File: config.mk
export PLATFORM = sky130hd
export DESIGN_NAME = wind_pulse_statistics
export DESIGN_NICKNAME = d
export VERILOG_FILES = /design/src/sv/wps_pkg.sv /design/src/sv/wps_dp.sv /design/src/sv/wps_ctrl.sv /design/src/sv/wind_pulse_statistics.sv
export VERILOG_INCLUDE_DIRS = /design/src /design/src/sv
export SDC_FILE = /design/constraint.sdc
export NUM_CORES = 1
export LEC_CHECK = 0
export BUFFER_PORTS_ARGS = -buffer_cell sky130_fd_sc_hd__buf_2
export CAP_MARGIN = 40
export CORE_UTILIZATION = 55
export DETAILED_ROUTE_END_ITERATION = 12
export GPL_TIMING_DRIVEN = 1
export PLACE_DENSITY_LB_ADDON = 0.3
export SETUP_SLACK_MARGIN = 0.1
export SLEW_MARGIN = 20
export SYNTH_ARGS = -nofsm -noshare
export SYNTH_HDL_FRONTEND = slang
export SYNTH_SLANG_ARGS = --single-unit
export TNS_END_PERCENT = 1
File: constraint.sdc
create_clock -name clk -period 7.1 [get_ports clk]
set_input_delay 0.71 -clock clk [delete_from_list [all_inputs] [get_ports clk]]
set_output_delay 0.71 -clock clk [all_outputs]
set_load 0.005 [all_outputs]
File: src/sv/wind_pulse_statistics_defines.svh
// Assertion macros for the wind pulse statistics block.
// Used by any module of the block that asserts; needs clk and arst_n in scope.
`ifndef WIND_PULSE_STATISTICS_DEFINES_SVH
`define WIND_PULSE_STATISTICS_DEFINES_SVH

// Same-cycle implication, disabled during reset
`define WPS_ASSERT_NOW(lbl, ante, cons, msg) \
	lbl: assert property (@(posedge clk) disable iff (!arst_n) (ante) |-> (cons)) \
		else $error(msg);

// Next-cycle implication, disabled during reset
`define WPS_ASSERT_NEXT(lbl, ante, cons, msg) \
	lbl: assert property (@(posedge clk) disable iff (!arst_n) (ante) |=> (cons)) \
		else $error(msg);

`endif

File: src/sv/wps_pkg.sv
// Shared types and constants of the wind pulse statistics block.
// No dependencies; used by wps_ctrl, wps_dp and wind_pulse_statistics.
package wps_pkg;

	localparam int unsigned CNT_W     = 16;
	localparam int unsigned TOT_W     = 32;
	localparam int unsigned CFG_IDX_W = 1;
	localparam int unsigned DIV_STEPS = 32;
	localparam int unsigned STEP_W    = 5;

	localparam logic [CNT_W-1:0] MIN_RESET = 16'd60000;
	localparam logic [CNT_W-1:0] PPK_RESET = 16'd1;
	localparam logic [CNT_W-1:0] CUT_RESET = 16'd0;

	// Operation codes
	localparam logic [2:0] OP_PULSE     = 3'd0;
	localparam logic [2:0] OP_TICK      = 3'd1;
	localparam logic [2:0] OP_RESET     = 3'd2;
	localparam logic [2:0] OP_SET_OVR   = 3'd3;
	localparam logic [2:0] OP_CLEAR_OVR = 3'd4;

	// Configuration register indexes
	localparam logic [CFG_IDX_W-1:0] REG_PPK = 1'd0;
	localparam logic [CFG_IDX_W-1:0] REG_CUT = 1'd1;

	typedef enum logic [2:0] {
		ST_IDLE,
		ST_MUL,
		ST_LOAD,
		ST_RUN,
		ST_STORE,
		ST_DONE
	} state_t;

	// Which quotient the shared divider is working on
	typedef enum logic [1:0] {
		SEL_NOW,
		SEL_MIN,
		SEL_MAX,
		SEL_AVG
	} div_sel_t;

	typedef struct packed {
		logic     apply;
		logic     mul;
		logic     load;
		logic     step;
		logic     store;
		logic     cut_check;
		logic     out_load;
		div_sel_t sel;
	} cmd_t;

endpackage

File: src/sv/wps_dp.sv
// Datapath of the wind pulse statistics block: statistics registers,
// configuration, denominator multiply, serial divider and result registers.
// Depends on wps_pkg.
module wps_dp (
	input  logic                                clk,
	input  logic                                arst_n,
	input  wps_pkg::cmd_t                       cmd,
	input  logic [2:0]                          operation,
	input  logic [wps_pkg::CNT_W-1:0]           override_value,
	input  logic                                cfg_we,
	input  logic [wps_pkg::CFG_IDX_W-1:0]       cfg_index,
	input  logic [wps_pkg::CNT_W-1:0]           cfg_data,
	output logic [wps_pkg::CNT_W-1:0]           now_knots,
	output logic [wps_pkg::CNT_W-1:0]           min_knots,
	output logic [wps_pkg::CNT_W-1:0]           max_knots,
	output logic [wps_pkg::CNT_W-1:0]           average_knots,
	output logic [wps_pkg::CNT_W-1:0]           above_cut_in_count
);

	logic [wps_pkg::CNT_W-1:0] ppk_q, cut_q;
	logic [wps_pkg::CNT_W-1:0] pulse_q, win_q, wnum_q, max_q, min_q, cutwin_q;
	logic [wps_pkg::TOT_W-1:0] total_q;
	logic                      ovr_q;
	logic [wps_pkg::CNT_W-1:0] tick_win;

	logic [wps_pkg::TOT_W-1:0] den_q, dvs_q, rem_q, quo_q;
	logic                      dzero_q;
	logic [wps_pkg::TOT_W-1:0] dvd_sel, dvs_sel;
	logic [wps_pkg::TOT_W:0]   rem_sh;
	logic [wps_pkg::TOT_W+1:0] diff;
	logic [wps_pkg::TOT_W-1:0] prod;
	logic [wps_pkg::CNT_W-1:0] q16;

	logic [wps_pkg::CNT_W-1:0] q_now_q, q_min_q, q_max_q, q_avg_q;
	logic [wps_pkg::CNT_W-1:0] o_now_q, o_min_q, o_max_q, o_avg_q, o_cut_q;

	// Window count that a tick latches
	assign tick_win = ovr_q ? win_q : pulse_q;

	// Configuration registers
	always_ff @(posedge clk or negedge arst_n) begin
		if (!arst_n) begin
			ppk_q <= wps_pkg::PPK_RESET;
			cut_q <= wps_pkg::CUT_RESET;
		end else if (cfg_we) begin
			case (cfg_index)
				wps_pkg::REG_PPK: ppk_q <= cfg_data;
				wps_pkg::REG_CUT: cut_q <= cfg_data;
				default: ;
			endcase
		end
	end

	// Apply the accepted word to the statistics; bump cut-in count on the speed check
	always_ff @(posedge clk or negedge arst_n) begin
		if (!arst_n) begin
			pulse_q  <= '0;
			win_q    <= '0;
			total_q  <= '0;
			wnum_q   <= '0;
			max_q    <= '0;
			min_q    <= wps_pkg::MIN_RESET;
			cutwin_q <= '0;
			ovr_q    <= 1'b0;
		end else begin
			if (cmd.apply) begin
				case (operation)
					wps_pkg::OP_PULSE: begin
						pulse_q <= pulse_q + 16'd1;
					end
					wps_pkg::OP_TICK: begin
						win_q   <= tick_win;
						pulse_q <= '0;
						wnum_q  <= wnum_q + 16'd1;
						total_q <= total_q + {16'd0, tick_win};
						if (tick_win < min_q) min_q <= tick_win;
						if (tick_win > max_q) max_q <= tick_win;
					end
					wps_pkg::OP_RESET: begin
						if (!ovr_q) win_q <= '0;
						total_q  <= '0;
						wnum_q   <= '0;
						max_q    <= '0;
						cutwin_q <= '0;
						min_q    <= wps_pkg::MIN_RESET;
					end
					wps_pkg::OP_SET_OVR: begin
						ovr_q <= 1'b1;
						win_q <= override_value;
					end
					wps_pkg::OP_CLEAR_OVR: begin
						ovr_q <= 1'b0;
					end
					default: ;
				endcase
			end
			if (cmd.cut_check && (q16 >= cut_q)) begin
				cutwin_q <= cutwin_q + 16'd1;
			end
		end
	end

	// Average denominator: windows times pulses per knot
	assign prod = {16'd0, wnum_q} * {16'd0, ppk_q};

	always_ff @(posedge clk) begin
		if (cmd.mul) begin
			den_q <= prod;
		end
	end

	// Select dividend and divisor for the current quotient
	always_comb begin
		case (cmd.sel)
			wps_pkg::SEL_NOW: begin
				dvd_sel = {16'd0, win_q};
				dvs_sel = {16'd0, ppk_q};
			end
			wps_pkg::SEL_MIN: begin
				dvd_sel = {16'd0, min_q};
				dvs_sel = {16'd0, ppk_q};
			end
			wps_pkg::SEL_MAX: begin
				dvd_sel = {16'd0, max_q};
				dvs_sel = {16'd0, ppk_q};
			end
			wps_pkg::SEL_AVG: begin
				dvd_sel = total_q + {17'd0, ppk_q[wps_pkg::CNT_W-1:1]};
				dvs_sel = den_q;
			end
			default: begin
				dvd_sel = '0;
				dvs_sel = '0;
			end
		endcase
	end

	// Restoring divider, one quotient bit a cycle
	assign rem_sh = {rem_q, quo_q[wps_pkg::TOT_W-1]};
	assign diff   = {1'b0, rem_sh} - {2'b00, dvs_q};
	// A zero divisor reads as a zero speed
	assign q16    = dzero_q ? '0 : quo_q[wps_pkg::CNT_W-1:0];

	always_ff @(posedge clk) begin
		if (cmd.load) begin
			rem_q   <= '0;
			quo_q   <= dvd_sel;
			dvs_q   <= dvs_sel;
			dzero_q <= (dvs_sel == '0);
		end else if (cmd.step) begin
			if (!diff[wps_pkg::TOT_W+1]) begin
				rem_q <= diff[wps_pkg::TOT_W-1:0];
				quo_q <= {quo_q[wps_pkg::TOT_W-2:0], 1'b1};
			end else begin
				rem_q <= rem_sh[wps_pkg::TOT_W-1:0];
				quo_q <= {quo_q[wps_pkg::TOT_W-2:0], 1'b0};
			end
		end
	end

	// Hold finished quotients
	always_ff @(posedge clk) begin
		if (cmd.store) begin
			case (cmd.sel)
				wps_pkg::SEL_NOW: q_now_q <= q16;
				wps_pkg::SEL_MIN: q_min_q <= q16;
				wps_pkg::SEL_MAX: q_max_q <= q16;
				wps_pkg::SEL_AVG: q_avg_q <= q16;
				default: ;
			endcase
		end
	end

	// Output register, loaded once the previous word has left
	always_ff @(posedge clk) begin
		if (cmd.out_load) begin
			o_now_q <= q_now_q;
			o_min_q <= q_min_q;
			o_max_q <= q_max_q;
			o_avg_q <= q_avg_q;
			o_cut_q <= cutwin_q;
		end
	end

	assign now_knots          = o_now_q;
	assign min_knots          = o_min_q;
	assign max_knots          = o_max_q;
	assign average_knots      = o_avg_q;
	assign above_cut_in_count = o_cut_q;

endmodule

File: src/sv/wps_ctrl.sv
// Controller of the wind pulse statistics block: sequences the update,
// multiply and four serial divisions, and owns the output handshake.
// Depends on wps_pkg and wind_pulse_statistics_defines.svh.
`include "wind_pulse_statistics_defines.svh"

module wps_ctrl (
	input  logic          clk,
	input  logic          arst_n,
	input  logic          in_valid,
	output logic          in_ready,
	input  logic [2:0]    operation,
	output logic          out_valid,
	input  logic          out_ready,
	output wps_pkg::cmd_t cmd
);

	wps_pkg::state_t               state_q, state_d;
	wps_pkg::div_sel_t             sel_q, sel_d;
	logic [wps_pkg::STEP_W-1:0]    step_q, step_d;
	logic                          tick_q;
	logic                          out_valid_q, out_valid_d;
	logic                          accept;
	logic                          last_step;

	assign accept    = in_valid && in_ready;
	assign last_step = (step_q == wps_pkg::STEP_W'(wps_pkg::DIV_STEPS - 1));

	// State and sequencing registers
	always_ff @(posedge clk or negedge arst_n) begin
		if (!arst_n) begin
			state_q     <= wps_pkg::ST_IDLE;
			sel_q       <= wps_pkg::SEL_NOW;
			step_q      <= '0;
			tick_q      <= 1'b0;
			out_valid_q <= 1'b0;
		end else begin
			state_q     <= state_d;
			sel_q       <= sel_d;
			step_q      <= step_d;
			out_valid_q <= out_valid_d;
			if (accept) tick_q <= (operation == wps_pkg::OP_TICK);
		end
	end

	// Next state and commands
	always_comb begin
		state_d       = state_q;
		sel_d         = sel_q;
		step_d        = step_q;
		out_valid_d   = out_valid_q && !out_ready;
		in_ready      = 1'b0;
		cmd           = '0;
		cmd.sel       = sel_q;
		case (state_q)
			wps_pkg::ST_IDLE: begin
				in_ready  = 1'b1;
				cmd.apply = in_valid;
				if (in_valid) state_d = wps_pkg::ST_MUL;
			end
			wps_pkg::ST_MUL: begin
				cmd.mul = 1'b1;
				sel_d   = wps_pkg::SEL_NOW;
				state_d = wps_pkg::ST_LOAD;
			end
			wps_pkg::ST_LOAD: begin
				cmd.load = 1'b1;
				step_d   = '0;
				state_d  = wps_pkg::ST_RUN;
			end
			wps_pkg::ST_RUN: begin
				cmd.step = 1'b1;
				step_d   = step_q + 1'b1;
				if (last_step) state_d = wps_pkg::ST_STORE;
			end
			wps_pkg::ST_STORE: begin
				cmd.store     = 1'b1;
				cmd.cut_check = tick_q && (sel_q == wps_pkg::SEL_NOW);
				if (sel_q == wps_pkg::SEL_AVG) begin
					state_d = wps_pkg::ST_DONE;
				end else begin
					sel_d   = wps_pkg::div_sel_t'(sel_q + 2'd1);
					state_d = wps_pkg::ST_LOAD;
				end
			end
			wps_pkg::ST_DONE: begin
				// wait for the output register to free up
				if (!out_valid_q || out_ready) begin
					cmd.out_load = 1'b1;
					out_valid_d  = 1'b1;
					state_d      = wps_pkg::ST_IDLE;
				end
			end
			default: begin
				state_d = wps_pkg::ST_IDLE;
			end
		endcase
	end

	assign out_valid = out_valid_q;

	`WPS_ASSERT_NEXT(a_accept_starts, accept, state_q == wps_pkg::ST_MUL, "accepted word did not start the sequence")
	`WPS_ASSERT_NOW(a_load_free, cmd.out_load, !out_valid_q || out_ready, "output register overwritten while held")
	`WPS_ASSERT_NEXT(a_step_count, state_q == wps_pkg::ST_RUN && !last_step, step_q == $past(step_q) + 1'b1 && state_q == wps_pkg::ST_RUN, "divider step count broke")
	`WPS_ASSERT_NEXT(a_avg_last, state_q == wps_pkg::ST_STORE && sel_q == wps_pkg::SEL_AVG, state_q == wps_pkg::ST_DONE, "sequence did not finish after average")

endmodule

File: src/sv/wind_pulse_statistics.sv
// Top level of the wind pulse statistics block.
// Ties together wps_ctrl and wps_dp; depends on wps_pkg.
//
// Usage:
//   Input channel (in_valid/in_ready): one word per item, carrying operation
//   (pulse, gather tick, reset statistics, set override, clear override) and
//   override_value. Output channel (out_valid/out_ready): one word per item
//   with the current, minimum, maximum and average speed in knots and the
//   count of windows at or above the cut-in.
//   Configuration channel (cfg_valid/cfg_ready, cfg_index, cfg_data): write
//   pulses per knot (index 0) or cut-in knots (index 1); always ready. The
//   user must write only while the block is idle; the block does not enforce it.
//   Sequence: an accepted word passes through a multiply state, then the single
//   restoring divider works out each of the four quotients in turn (load, run,
//   store), then the output load state; only then does the idle state take the
//   next word, so a new item is not accepted while one is in progress.
//   Reset: arst_n clears the statistics (minimum to 60000), the override,
//   pulses per knot to 1 and cut-in to 0; no output word is pending.
//   Stall: a held output word stays in its register; the next item is still
//   accepted and processed, and its result waits until the held word leaves.
module wind_pulse_statistics (
	input  logic                                clk,
	input  logic                                arst_n,
	input  logic                                in_valid,
	output logic                                in_ready,
	input  logic [2:0]                          operation,
	input  logic [wps_pkg::CNT_W-1:0]           override_value,
	output logic                                out_valid,
	input  logic                                out_ready,
	output logic [wps_pkg::CNT_W-1:0]           now_knots,
	output logic [wps_pkg::CNT_W-1:0]           min_knots,
	output logic [wps_pkg::CNT_W-1:0]           max_knots,
	output logic [wps_pkg::CNT_W-1:0]           average_knots,
	output logic [wps_pkg::CNT_W-1:0]           above_cut_in_count,
	input  logic                                cfg_valid,
	output logic                                cfg_ready,
	input  logic [wps_pkg::CFG_IDX_W-1:0]       cfg_index,
	input  logic [wps_pkg::CNT_W-1:0]           cfg_data
);

	wps_pkg::cmd_t cmd;

	assign cfg_ready = 1'b1;

	wps_ctrl u_ctrl (
		.clk       (clk),
		.arst_n    (arst_n),
		.in_valid  (in_valid),
		.in_ready  (in_ready),
		.operation (operation),
		.out_valid (out_valid),
		.out_ready (out_ready),
		.cmd       (cmd)
	);

	wps_dp u_dp (
		.clk                (clk),
		.arst_n             (arst_n),
		.cmd                (cmd),
		.operation          (operation),
		.override_value     (override_value),
		.cfg_we             (cfg_valid && cfg_ready),
		.cfg_index          (cfg_index),
		.cfg_data           (cfg_data),
		.now_knots          (now_knots),
		.min_knots          (min_knots),
		.max_knots          (max_knots),
		.average_knots      (average_knots),
		.above_cut_in_count (above_cut_in_count)
	);

endmodule

==> impl_metrics.json, run 1 <==
{
  "arrival_ns": 7.16,
  "n_antenna_cell": 0,
  "relSlewSlack_pct": 42.4,
  "drt-initial-drc-count": 1754,
  "p_leak_uw": 0.0154,
  "cpPeakStageDelay_ns": 0.56,
  "timing.fmax_ghz": 0.147,
  "powerDensity_nw_per_um2": 248,
  "use_met3_pct": 3.03,
  "dr_total_vias": 21900,
  "cts-root-buf": "clkbuf_16",
  "tightest_slew_ns": 0.864,
  "core_um2": 54100,
  "fin_util_pct": 61.9,
  "antenna_found_initial": 2,
  "syn_area_um2": 30400,
  "use_met2_pct": 45.2,
  "hold_viol": 0,
  "worstPathRequired_ns": 7.44,
  "ys_ff_latch": 446,
  "synthCells": 2923,
  "post-route-period-util_pct": 96.0,
  "grt_pass1_vias": 22200,
  "grt_setup_unrepaired": "false",
  "grt_pass1_wl_mm": 120,
  "crit_slowest_cell": "fa_1",
  "worstSetupPathType": "flop to flop",
  "fin_skew_ns": 0.0458,
  "antenna_left": 0,
  "cts_tree": "built",
  "cp_max_fo": 13,
  "cp-end-kind": "flop",
  "clkTransAtPathRegs_ns": 0.07,
  "use_met1_pct": 36.8,
  "htree_levels": 2,
  "final_common_cell": "inv_1",
  "cts_buffer_depth": 3,
  "insertion_delay_ns": 0.61,
  "fp.dieArea_um2": 56100,
  "synth_edf_count": 241,
  "ys_types": 92,
  "drive_above_1_share_pct": 11.6,
  "portBuffers": 122,
  "status": "completed",
  "initial_utilization_pct": 56.1,
  "finalWirelength_mm": 74.1,
  "dp_hpwl_mm": 56.3,
  "grt_max_degree": 74,
  "yosysSeqAreaShare_pct": 40.2,
  "first_pass_iters": 5,
  "ys_warn_count": 0,
  "cts_buffers": 48,
  "wl_per_cell_um": 19.7,
  "num-nets-final": 3494,
  "crit_chain": "buf_4 > and2_1 > fa_1 > inv_1 > fa_1 > fa_1 > fa_1 > inv_1 > fa_1 > inv_1 > fa_1 > inv_1 > ha_1 > and3_1 > a221oi_1 > o2bb2ai_1 > o221a_4 > a221oi_2 > o21bai_2 > nand4_1 > nand4b_1 > a21oi_2 > xnor2_1",
  "clkSinkCount": 446,
  "ys.flop_type": "edfxtp_1",
  "grt_usage_pct": 27.0,
  "crit_top_cell": "fa_1",
  "top_usage_layer": "met2",
  "grt.overflow.total": 0,
  "ir_drop_uv": 206,
  "finalMaxSlewViolations": 0,
  "cap_viol_max_count": 0,
  "gp_congestion": 0.952,
  "postSynthAreaPerCell_um2": 10.4,
  "hp-class": "input pin to flop",
  "setup_viol": 0,
  "synthArstFlopShare_pct": 38.8,
  "most-common-layout-cells": "inv_1, nand2_1, edfxtp_1",
  "tns_ns": 0,
  "die_w_um": 237,
  "syn-num-nets": 3385,
  "die_y_um": 237,
  "critPathLaunchType": "flop",
  "area_growth_pct": 10.4,
  "row_count": 85,
  "num-fill-cells": 4211,
  "io_pins": 124,
  "post_drt_via_cell_ratio": 5.81,
  "finalCriticalPeriod_ns": 6.81,
  "drc": 0
}
-- path summary, 6_finish.rpt --
path	startpoint	to	slack (ns)	cells past startpoint
min	cfg_data[15]	u_dp.cut_q[15]	0.37	2
min in group asynchronous	arst_n	u_dp.pulse_q[5]	0.55	2
min reg2reg	u_dp.q_avg_q[8]	u_dp.average_knots[8]	0.42	0
max reg2reg	u_dp.wnum_q[5]	u_dp.den_q[30]	0.29	23
max in group asynchronous	arst_n	u_dp.ppk_q[8]	5.48	4
max	u_dp.wnum_q[5]	u_dp.den_q[30]	0.29	23
-- power by group --
part           total [µW]  internal (µW)  switching [µW]
combinational        2460           1010            1450
clock                2470           1410            1070
sequential           3360           3130             231
-- per-layer routing --
layer,vias to the layer above,part of all wire [%]
li1,10100,-
met1,10900,43
met2,760,48
met3,141,6.2
met4,2,2.9
met5,-,0.012
-- area by class of cell --
type	count	area, µm²	area share [%]
clock buffers	68	1310	3.90
clock inverters	22	251	0.751
inverters	354	1330	3.97
multi-input cells	1998	16300	48.7
flip-flops and latches	446	12200	36.5
well taps	696	871	2.60
repair buffers	184	1190	3.56
-- per-stage QoR --
stage	area (µm²)	hold WS, ns	std cells	power (µW)	setup WS, ns
final	33500	0.367	3768	8300	0.285
after global routing	33500	0.358	3768	8750	0.102
after CTS	33500	0.341	3768	8320	0.293
after detailed placement	31900	0.405	3677	5840	0.325
after global placement	31700	0.401	3667	5730	0.457
after floorplan	30400	0.400	2923	5190	0.651
-- registers in the layout (all words and copies together), names as in the netlist, 32 cells and up --
register / flops
u_dp.den_q: 32
u_dp.dvs_q: 32
u_dp.quo_q: 32
u_dp.rem_q: 32
u_dp.total_q: 32
-- cell families after synthesis --
kind of cell,after synthesis,share of synthesized area (%)
multiplexers,79,2.89
adder cells (fa/ha/maj),421,22.2
other,1,0.0124
buffers and inverters,479,6.03
XOR/XNOR,135,3.90
AO/OA/AOI/OAI,508,11.1
flip-flops,446,40.2
AND/OR/NAND/NOR,854,13.6
-- critical path: cells and delay by family, from the launching register on --
kind,cells,cell delay [ns]
compound gates,6,1.49
xor+xnor,1,0.07
simple gates,4,0.64
fa+ha+maj,7,3.44
buf+inv,5,0.42
flops,1,0.51
-- cells in the mapped netlist, drive strengths merged (15+ instances only) --
master | number | share of area [%]
a221oi | 16 | 0.48
nor3 | 22 | 0.40
buf | 15 | 0.29
a22o | 18 | 0.52
a31oi | 16 | 0.33
ha | 224 | 9.2
nand2 | 340 | 4.2
nor2b | 37 | 0.76
and2 | 138 | 2.8
mux2i | 20 | 0.70
and3 | 37 | 0.76
o21a | 15 | 0.38
dfxtp | 32 | 2.1
dfrtp | 165 | 14
inv | 353 | 4.4
a21oi | 96 | 1.7
xnor2 | 66 | 1.9
nand4 | 26 | 0.54
o21ai | 183 | 3.1
nand3 | 37 | 0.61
xor2 | 69 | 2.0
nand2b | 28 | 0.58
mux2 | 59 | 2.2
fa | 197 | 13
nor2 | 135 | 1.7
edfxtp | 241 | 24
clkbuf | 110 | 1.4
a21o | 52 | 1.3
-- timing repair --
item	4_1_cts	5_1_grt
gates resized for setup	0	6
setup buffers	0	0
hold buffers	1	0
endpoints found under the hold margin	27	0
endpoints found under the setup margin	0	2
Power figures use the tool's default switching activity.
==> run 2, diff against run 1 <==
--- a/config.mk
+++ b/config.mk
@@ -8,7 +8,7 @@
 export LEC_CHECK = 0
 export BUFFER_PORTS_ARGS = -buffer_cell sky130_fd_sc_hd__buf_2
 export CAP_MARGIN = 40
-export CORE_UTILIZATION = 55
+export CORE_UTILIZATION = 53
 export DETAILED_ROUTE_END_ITERATION = 12
 export GPL_TIMING_DRIVEN = 1
 export PLACE_DENSITY_LB_ADDON = 0.3
==> run 2 against run 1 <==
Register-to-register slack improved by 0.04 ns. Combinational power is 2% lower. Sequential share of layout area decreased by 0.10 points. Die area is 3.7% higher.
==> impl_metrics.json, run 2 (synthesized netlist as in run 1, its figures left out) <==
{
  "status": "completed",
  "r2r_start": "u_dp.ppk_q[14]",
  "grt_usage_pct": 27.0,
  "tightest_slew_ns": 0.832,
  "hold_ws_ns": 0.338,
  "worstReg2RegEnd": "u_dp.den_q[30]",
  "num-nets-final": 3492,
  "fp.dieArea_um2": 58200,
  "hp-class": "input pin to flop",
  "antenna_left": 0,
  "post_drt_via_cell_ratio": 5.69,
  "hold_viol": 0,
  "design_area_um2": 33600,
  "p_leak_uw": 0.0154,
  "reg2reg_depth": 21,
  "cts_buffers": 48,
  "min_path_cells": 3,
  "worstPathRequired_ns": 7.43,
  "rrSetupSlack_ns": 0.33,
  "power_uw": 8340,
  "die_w_um": 241,
  "grt_max_degree": 62,
  "area_growth_pct": 10.8,
  "final_cell_count_no_fill": 3828,
  "ir_drop_uv": 203,
  "dp_cells": 3734,
  "relSlewSlack_pct": 44.2,
  "cp-end-kind": "flop",
  "io_pins": 124,
  "row_count": 87,
  "clkSinkCount": 446,
  "worstSetupPathType": "flop to flop",
  "grt.overflow.total": 0,
  "arrival_ns": 7.11,
  "drive_above_1_share_pct": 12.2,
  "fin_skew_ns": 0.0428,
  "final_common_cell": "inv_1",
  "hold_path_end": "u_ctrl.state_q[0]",
  "wl_per_cell_um": 19.6,
  "insertion_delay_ns": 0.62,
  "num-fill-cells": 4587,
  "dp_hpwl_mm": 56.5,
  "cts_tree": "built",
  "timing.fmax_ghz": 0.148,
  "gp_congestion": 0.897,
  "finalCriticalPeriod_ns": 6.77,
  "drc": 0,
  "first_pass_iters": 6,
  "drt-initial-drc-count": 1623,
  "initial_utilization_pct": 53.7,
  "most-common-layout-cells": "inv_1, nand2_1, edfxtp_1",
  "grt_setup_unrepaired": "false",
  "dr_total_vias": 21800,
  "antenna_found_initial": 2,
  "holdCritStartpoint": "in_valid",
  "cap_viol_max_count": 0,
  "core_um2": 56500,
  "cts-root-buf": "clkbuf_16",
  "tns_ns": 0,
  "critPathLaunchType": "flop",
  "cp_max_fo": 14,
  "cts_setup_buffers": 0,
  "clkTransAtPathRegs_ns": 0.07,
  "placed_cell_area_um2": 32000,
  "htree_levels": 2,
  "grt_pass1_vias": 22600,
  "die_y_um": 241,
  "grt_pass1_wl_mm": 122,
  "setup_viol": 0,
  "powerDensity_nw_per_um2": 248,
  "cts_buffer_depth": 3,
  "post-route-period-util_pct": 95.4,
  "finalMaxSlewViolations": 0,
  "finalWirelength_mm": 75.1,
  "portBuffers": 122
}
==> run 2: critical path: stages, from the launching register on <==
cell and delay [ns]:
dfrtp_1 0.72, buf_4 0.32, and2_1 0.18, fa_1 0.46, fa_1 0.52, fa_1 0.42
fa_1 0.47, fa_1 0.50, inv_1 0.05, fa_1 0.47, inv_1 0.04, ha_1 0.35
a211oi_2 0.21, o21bai_1 0.14, or4_1 0.52, o221a_4 0.27, a221oi_2 0.25, o21bai_2 0.11
nand4_1 0.11, nand4b_1 0.11, a21oi_2 0.16, xnor2_1 0.07
==> run 2: worst max path at each step <==
stage,start,to,slack [ns],depth (start not counted)
after floorplan,u_dp.wnum_q[11],u_dp.den_q[30],0.65,23
after global placement,u_dp.ppk_q[10],u_dp.den_q[30],0.48,22
after detailed placement,u_dp.ppk_q[10],u_dp.den_q[30],0.32,22
after CTS,u_dp.ppk_q[10],u_dp.den_q[30],0.28,22
after global routing,u_dp.wnum_q[2],u_dp.den_q[30],0.10,24
final,u_dp.ppk_q[14],u_dp.den_q[30],0.33,21
==> run 2: timing repair <==
action | CTS | global route
hold buffers | 1 | 0
setup endpoints to repair | 0 | 2
hold endpoints to repair | 14 | 0
gates resized for setup | 0 | 14
==> run 2: metal layers <==
metal | track usage [%] | vias to the layer above | wire [µm]
li1 | - | 10100 | -
met1 | 35.3 | 10900 | 32000
met2 | 45.3 | 679 | 36300
met3 | 3.93 | 151 | 4120
met4 | 10.4 | 0 | 2750
met5 | 0 | - | 0
==> run 2: power by group <==
part           internal [µW]  leakage (µW)  switching, µW
logic                   1010       0.00989           1410
clock network           1420      0.000781           1110
registers               3130       0.00474            251
total                   5560        0.0154           2780
==> run 2: through the flow <==
stage          setup slack, ns  util [%]
2_1_floorplan            0.651         -
3_3_place_gp             0.483      56.3
3_5_place_dp             0.322      56.6
4_1_cts                  0.278      59.5
5_1_grt                  0.104      59.5
6_report                 0.327      59.5
==> run 2: final cells by class <==
type                            count  area, µm²  share of cell area [%]
Antenna cell                        2       5.00                  0.0149
Clock buffer                       58       1280                    3.80
Clock inverter                     32        338                    1.00
Inverter                          354       1330                    3.95
Multi-Input combinational cell   1998      16300                    48.6
Sequential cell                   446      12200                    36.4
Tap cell                          756        946                    2.81
Timing Repair Buffer              182       1170                    3.47
